$ cat config.mk
export PLATFORM = sky130hd
export DESIGN_NAME = rpf_cordic_cell
export DESIGN_NICKNAME = d
export VERILOG_FILES = /design/src/hw/rtl/rpf_pkg.sv /design/src/hw/rtl/rpf_cordic_cell.sv
export SDC_FILE = /design/constraint.sdc
export NUM_CORES = 1
export LEC_CHECK = 0
export BUFFER_PORTS_ARGS = -buffer_cell sky130_fd_sc_hd__clkbuf_2
export CAP_MARGIN = 20
export CELL_PAD_IN_SITES_DETAIL_PLACEMENT = 0
export CELL_PAD_IN_SITES_GLOBAL_PLACEMENT = 1
export CORE_AREA = 2 2 163 165
export DETAILED_ROUTE_END_ITERATION = 7
export DIE_AREA = 0 0 165 167
export GPL_TIMING_DRIVEN = 0
export HOLD_SLACK_MARGIN = 0.06
export PLACE_DENSITY = 0.71
export SETUP_SLACK_MARGIN = 0.4
export SYNTH_ARGS = -nofsm -noshare
export SYNTH_HDL_FRONTEND = slang
export SYNTH_SLANG_ARGS = --single-unit
$ cat constraint.sdc
create_clock -name clk -period 6.8 [get_ports clk]
set_input_delay 1.02 -clock clk [delete_from_list [all_inputs] [get_ports clk]]
set_output_delay 1.02 -clock clk [all_outputs]
set_load 0.1 [all_outputs]
$ cat src/hw/rtl/rpf_pkg.sv
// Shared types and constants for the rectangle placement fitness unit.
package rpf_pkg;

  // CORDIC chain length and datapath widths
  localparam int CORD_N  = 16;
  localparam int CORD_W  = 33;
  localparam int COORD_W = 34;
  localparam int MAC_W   = 35;
  localparam int MAC_PW  = 2 * MAC_W;
  localparam int MAC_RW  = MAC_PW + 1;
  localparam int QUAD_REGS = 8;
  localparam int CFG_IW    = 4;

  // Input commands
  localparam logic CMD_LOAD = 1'b0;
  localparam logic CMD_EVAL = 1'b1;

  // CORDIC start value (gain-compensated unit vector, Q2.30)
  localparam logic signed [CORD_W-1:0] CORD_X0 = 33'sh026DD3B6A;

  // Rotation step angles in units of 2^-32 turn
  localparam logic [31:0] ATAN_TURNS [CORD_N] = '{
    32'h20000000, 32'h12E4051E, 32'h09FB385B, 32'h051111D4,
    32'h028B0D43, 32'h0145D7E1, 32'h00A2F61E, 32'h00517C55,
    32'h0028BE53, 32'h00145F2F, 32'h000A2F98, 32'h000517CC,
    32'h00028BE6, 32'h000145F3, 32'h0000A2FA, 32'h0000517D
  };

  typedef struct packed {
    logic               cmd;
    logic [1:0]         slot;
    logic signed [31:0] center_x;
    logic signed [31:0] center_y;
    logic signed [31:0] rect_width;
    logic signed [31:0] rect_height;
    logic [15:0]        angle;
  } in_item_t;

  typedef struct packed {
    logic signed [63:0] area;
    logic               inside_quad;
    logic               hits_obstacle;
  } out_item_t;

  typedef struct packed {
    logic signed [CORD_W-1:0] x;
    logic signed [CORD_W-1:0] y;
    logic signed [CORD_W-1:0] z;
  } cord_t;

  typedef struct packed {
    logic                    go;
    logic                    sub;
    logic signed [MAC_W-1:0] a;
    logic signed [MAC_W-1:0] b;
    logic signed [MAC_W-1:0] c;
    logic signed [MAC_W-1:0] d;
  } mac_req_t;

  typedef struct packed {
    logic                     done;
    logic signed [MAC_RW-1:0] res;
  } mac_rsp_t;

endpackage

$ cat src/hw/rtl/rpf_cordic_cell.sv
// One CORDIC rotation step, registered, for a chain of such cells.
module rpf_cordic_cell import rpf_pkg::*; #(
  parameter int STEP = 0
) (
  input  logic  clk,
  input  cord_t cin,
  output cord_t cout
);

  cord_t cell_r;
  cord_t cell_nxt;
  logic signed [CORD_W-1:0] dx;
  logic signed [CORD_W-1:0] dy;
  logic signed [CORD_W-1:0] at;

  // Rotate toward zero residual angle
  always_comb begin
    dx = cin.y >>> STEP;
    dy = cin.x >>> STEP;
    at = $signed({1'b0, ATAN_TURNS[STEP]});
    if (!cin.z[CORD_W-1]) begin
      cell_nxt.x = cin.x - dx;
      cell_nxt.y = cin.y + dy;
      cell_nxt.z = cin.z - at;
    end else begin
      cell_nxt.x = cin.x + dx;
      cell_nxt.y = cin.y - dy;
      cell_nxt.z = cin.z + at;
    end
  end

  // Hand the vector to the next cell
  always_ff @(posedge clk) begin
    cell_r <= cell_nxt;
  end

  assign cout = cell_r;

endmodule

## After elaboration in Yosys (flattened, before gate mapping)

Index checks and enable logic that the tools add are counted.
W data, S select, Z words.

- Mux-type cells: 1
- Add/subtract/negate cells: 5
- Multiply operators: 0
- Bitwise gates (word level): 0
- Div/mod/pow operators: 0
- Equal/unequal tests: 0
- Reductions and logical operators: 0
- Magnitude comparators: 0
- Shift-type cells: 0

Operators by type and width:

| operator | count |
|---|---|
| $mux W99 | 1 |
| $sub A33 B33 Y33 | 2 |
| $add A33 B31 Y33 const B | 1 |
| $add A33 B33 Y33 | 1 |
| $sub A33 B31 Y33 const B | 1 |

- Bits of input ports: 100
- Memories kept: 0
- ROM bits: 0
- Bits in writable memories: 0
- Bits in latches: 0
- Register bits after elaboration: 99
- Word-level logic and storage cells: 9

## Logic depth before layout (Yosys ltp)

- Depth in word-level cells: 2
- Depth in mapped cells: 13

## Worst setup path after synthesis

No wires, ideal clock.

- Path kind: in2reg
- Start point: input cin[37] (netlist name)
- End point: register cell_r (netlist bit cout[64])
- Required time: 6.670 ns
- Stages: 13
- Path buffers: 1
- Library setup time: 0.130 ns
- Arrival time: 3.236 ns
- Setup slack: 3.434 ns
- Path through: inv_1 -> ha_1 -> buf_6 -> and2_4 -> a221oi_4 -> a21oi_2 -> o21ai_2 -> a31oi_1 -> a221oi_2 -> o21ai_1 -> a2111oi_2 -> a211oi_1 -> xor2_1

RTL lines:

| element | line | text |
|---|---|---|
| start, declared | rpf_cordic_cell.sv:6 | `input cord_t cin,` |
| end signal, assigned | rpf_cordic_cell.sv:34 | `cell_r <= cell_nxt;` |
| end, declared | rpf_cordic_cell.sv:10 | `cord_t cell_r;` |

==> summary by stage <==
Global route
The initial antenna violation count is 2. The global-route wire length before repair is 40.64 mm. The pin count of the biggest net entering global routing is 17. The via count of the first global-routing pass was 7307. The global routing usage summed across all routing layers is 19.05%.

For this run the aggregate overflow at the end of global routing stands at 0.

Placement
Port buffering added 197 buffers. The routability congestion estimate is 0.9086. Detailed placement ended at an HPWL of 21.67 mm. The cell area reported after detailed placement is 0.009085 mm2.

Floorplanning
The die is 165 um wide. The die height is 167 um. The die footprint is 0.02756 mm2.

199 I/O pins were placed. For this configuration, the core starts out at a cell density of 29.81%. The initialized floorplan defines 59 standard-cell rows. The placeable core region is 0.02576 mm2.

Route
The post-detailed-route wirelength per cell is 17.68 um. The remaining routing DRC violations is 0. The number of detailed-route iterations in the first pass is 5. The violation count after the first detailed-routing iteration is 549. The final wirelength is 26.72 mm.

The detail route stage leaves a number of antenna-violating nets equal to 0. Using the TritonRoute via totals, the vias-per-cell ratio works out to 5.044. Detailed routing inserted a total of 7621 vias.

Critical path
The kind of capture point of the worst setup path is a flip-flop. The kind of critical path is in2reg. Data arrives at the worst endpoint at 4.05 ns. Data on the critical path is required at its endpoint by 7.04 ns. Of all nets on the critical path, the largest fanout is 10. The launching element type of the critical path is an input pin.

Hold path
The min-delay analysis places its worst path in the category in2reg. The terminating pin of the worst hold path is cout[21]. The startpoint identified for the worst hold timing path is cin[21].

Counting instances, the worst hold path has a depth of 1.

Clocking
TritonCTS built the clock tree. Clock tree synthesis selected as its root buffer the cell sky130_fd_sc_hd__clkbuf_16. No sink is reached through more buffers than the 2 on the longest clock path. The sink count of the clock tree is 98. The H-tree generated during clock tree synthesis spans 3 levels. After clock tree synthesis, the clock-pin slew on the worst setup and hold paths is 0.08 ns. In this run, post-CTS hold repair placed 0 buffers. The post-cts sizing count is 0.

The total CTS buffers is 9. The count of buffers added by post-CTS timing repair for setup is 0.

Final layout
The final instance area is 0.009409 mm2. Registers take 0.001962 mm2. The layout has 2764 filler cells. Of the cells placed in the final design, the portion with a size suffix greater than 1 is 22.32%. The register with the most flip-flops in the layout has 98 of them. The multi-input combinational cells in the finished layout cover a total of 0.005111 mm2. The final-stage net count is 1371. The post-synthesis to final-layout area growth is 22.52%.

Timing
Of the available clock period, the critical path in the final layout requires 55.91%. The number of hold violations in the final report is 0. Setup violations remaining at the end of the flow were counted as 0. At the pin with the least slew margin, the transition time is 0.9523 ns. Measured against its own limit, the worst slew margin works out to 36.51%. The clock period could shrink to 3.802 ns. The number of pins exceeding their max-slew limit in the final report was 0. For this run, the top clock speed supported by timing is 263.0 MHz.

The final sum of negative setup slack is 0 ns. Setup repair after global routing left no endpoint under its margin.

Power
The fraction of power spent switching nets is 52.95%. For this design the static power due to leakage is 4.506 nW. VDD sags by at most 0.1702 mV. The part of the power in the clock network is 20.6%. Power spread over the standard cell area amounts to 293.3 mW/mm2.

The relative contribution of combinational cells to total power is 53.7%. Summed over all nets, the switching power comes to 1.461 mW. The internal power component is 1.299 mW. The fraction of power consumed by sequential logic is 25.7%.

Yosys
Sequential elements use 25.55% of the synthesized area. The cell type contributing the most total cell area after synthesis is sky130_fd_sc_hd__dfxtp_1. The number of warnings printed during yosys synthesis is 0. The synthesized netlist cell count is 961.

The fraction of synthesis flops using an asynchronous set or reset pin is 0%. By area the synthesized netlist is led by sky130_fd_sc_hd__dfxtp_1 (26%), sky130_fd_sc_hd__ha_1 (16%), sky130_fd_sc_hd__a21oi_1 (7.1%). The number of flops mapped to enable cells by yosys is 0. The netlist uses 78 different library cells. The most used flip-flop cell after synthesis is sky130_fd_sc_hd__dfxtp_1.

Synthesis produced a netlist with a net count of 1163. After synthesis the netlist holds a flip-flop and latch count of 98. The area fraction of the dominant cell type after synthesis is 25.55%.

The mapped cell area is 0.007680 mm2. A synthesized cell averages 7.992 um2.

Status
The run finished with clean final reports.

Job
The number of maximum-capacitance violations is 0.
## metrics by stage
stage | cells | utilization [%] | power [mW] | setup slack [ns] | hold slack [ns]
finish | 1511 | 36.52 | 2.760 | 2.998 | 0.7629
global route | 1509 | 36.50 | 2.888 | 2.755 | 0.7411
CTS | 1509 | 36.50 | 2.781 | 3.015 | 0.7486
detailed placement | 1493 | 35.26 | 2.200 | 2.629 | 1.124
global placement | 1493 | 35.26 | 2.198 | 2.652 | 1.122
floorplan | 961 | - | 1.904 | 3.434 | 1.048
## cell usage in the layout (no fill, tap or decap), drive strengths merged, types with 11 or more instances in the layout
cell type / n
buf: 28
inv: 103
nand2: 44
a21o: 19
mux2i: 12
o31ai: 11
a21oi: 112
nand3: 13
nor3: 18
nor2: 92
nor2b: 12
ha: 98
xnor2: 58
o21bai: 15
clkbuf: 224
dfxtp: 98
o21ai: 64
## layout make-up
class	count	area share (%)
Buffer	45	2.221
Inverter	106	4.229
Antenna cell	2	0.05319
Sequential cell	98	20.85
Timing Repair Buffer	197	10.48
Clock inverter	6	0.9574
Multi-Input combinational cell	712	54.32
Clock buffer	10	2.434
Tap cell	335	4.455
## cell usage after synthesis, types with 9 or more instances
master                     instances
sky130_fd_sc_hd__nor2b_1          12
sky130_fd_sc_hd__o31ai_1          11
sky130_fd_sc_hd__nor2_1           92
sky130_fd_sc_hd__nand3_1          13
sky130_fd_sc_hd__clkbuf_1         17
sky130_fd_sc_hd__a21oi_1         109
sky130_fd_sc_hd__nand4_1          10
sky130_fd_sc_hd__nand2_1          44
sky130_fd_sc_hd__o21ai_0          51
sky130_fd_sc_hd__dfxtp_1          98
sky130_fd_sc_hd__xnor2_1          58
sky130_fd_sc_hd__nor3_1           17
sky130_fd_sc_hd__mux2i_1          12
sky130_fd_sc_hd__ha_1             98
sky130_fd_sc_hd__buf_2            14
sky130_fd_sc_hd__o21ai_1          11
sky130_fd_sc_hd__o21bai_1         15
sky130_fd_sc_hd__a21o_1           19
sky130_fd_sc_hd__buf_1             9
sky130_fd_sc_hd__inv_1            99
## layer usage
metal	vias up	global-route usage, %	routed length (um)
met5	-	0	0
met2	339	30.76	12060
met3	36	3.811	2215
met4	0	5.444	616
li1	3726	-	-
met1	3520	25.58	11830
## critical path, stage by stage
cell and delay (ns):
sky130_fd_sc_hd__clkbuf_2 0.11, sky130_fd_sc_hd__inv_1 0.04, sky130_fd_sc_hd__ha_1 0.29, sky130_fd_sc_hd__buf_6 0.15, sky130_fd_sc_hd__and2_4 0.17, sky130_fd_sc_hd__a221oi_2 0.27
sky130_fd_sc_hd__nand2_1 0.17, sky130_fd_sc_hd__a221oi_2 0.52, sky130_fd_sc_hd__o41ai_1 0.21, sky130_fd_sc_hd__a41oi_1 0.45, sky130_fd_sc_hd__a21oi_1 0.16, sky130_fd_sc_hd__a2111oi_2 0.23
sky130_fd_sc_hd__nor2_1 0.11, sky130_fd_sc_hd__xor2_1 0.14
## kinds of logic (layout without fill, tap and decap cells)
group	after synthesis	count (layout)	share of synthesized area, %
XOR/XNOR	64	64	7.299
other	0	2	0
AND/OR/NAND/NOR	234	234	14.70
buffers and inverters	151	364	7.902
flip-flops	98	98	25.55
adder cells (fa/ha/maj)	102	102	17.01
multiplexers	12	12	1.564
AO/OA/AOI/OAI	300	300	25.99
## power groups by stage
stage                     Clock, mW  Sequential (mW)  Combinational, mW
after floorplan                   0             1.48              0.421
after global placement            0            0.721               1.48
after detailed placement          0            0.724               1.48
after CTS                     0.590            0.712               1.48
after global routing          0.615            0.720               1.55
final                         0.569            0.710               1.48
## worst max path at each step
stage,cells after the start,to,start,slack [ns]
6_report,14,cout[98],cin[37],3.00
5_1_grt,14,cout[98],cin[37],2.75
4_1_cts,14,cout[98],cin[37],3.01
3_5_place_dp,14,cout[98],cin[37],2.63
3_3_place_gp,14,cout[98],cin[37],2.65
2_1_floorplan,13,cout[64],cin[37],3.43
Note: power is estimated with default switching activity, not from simulation.
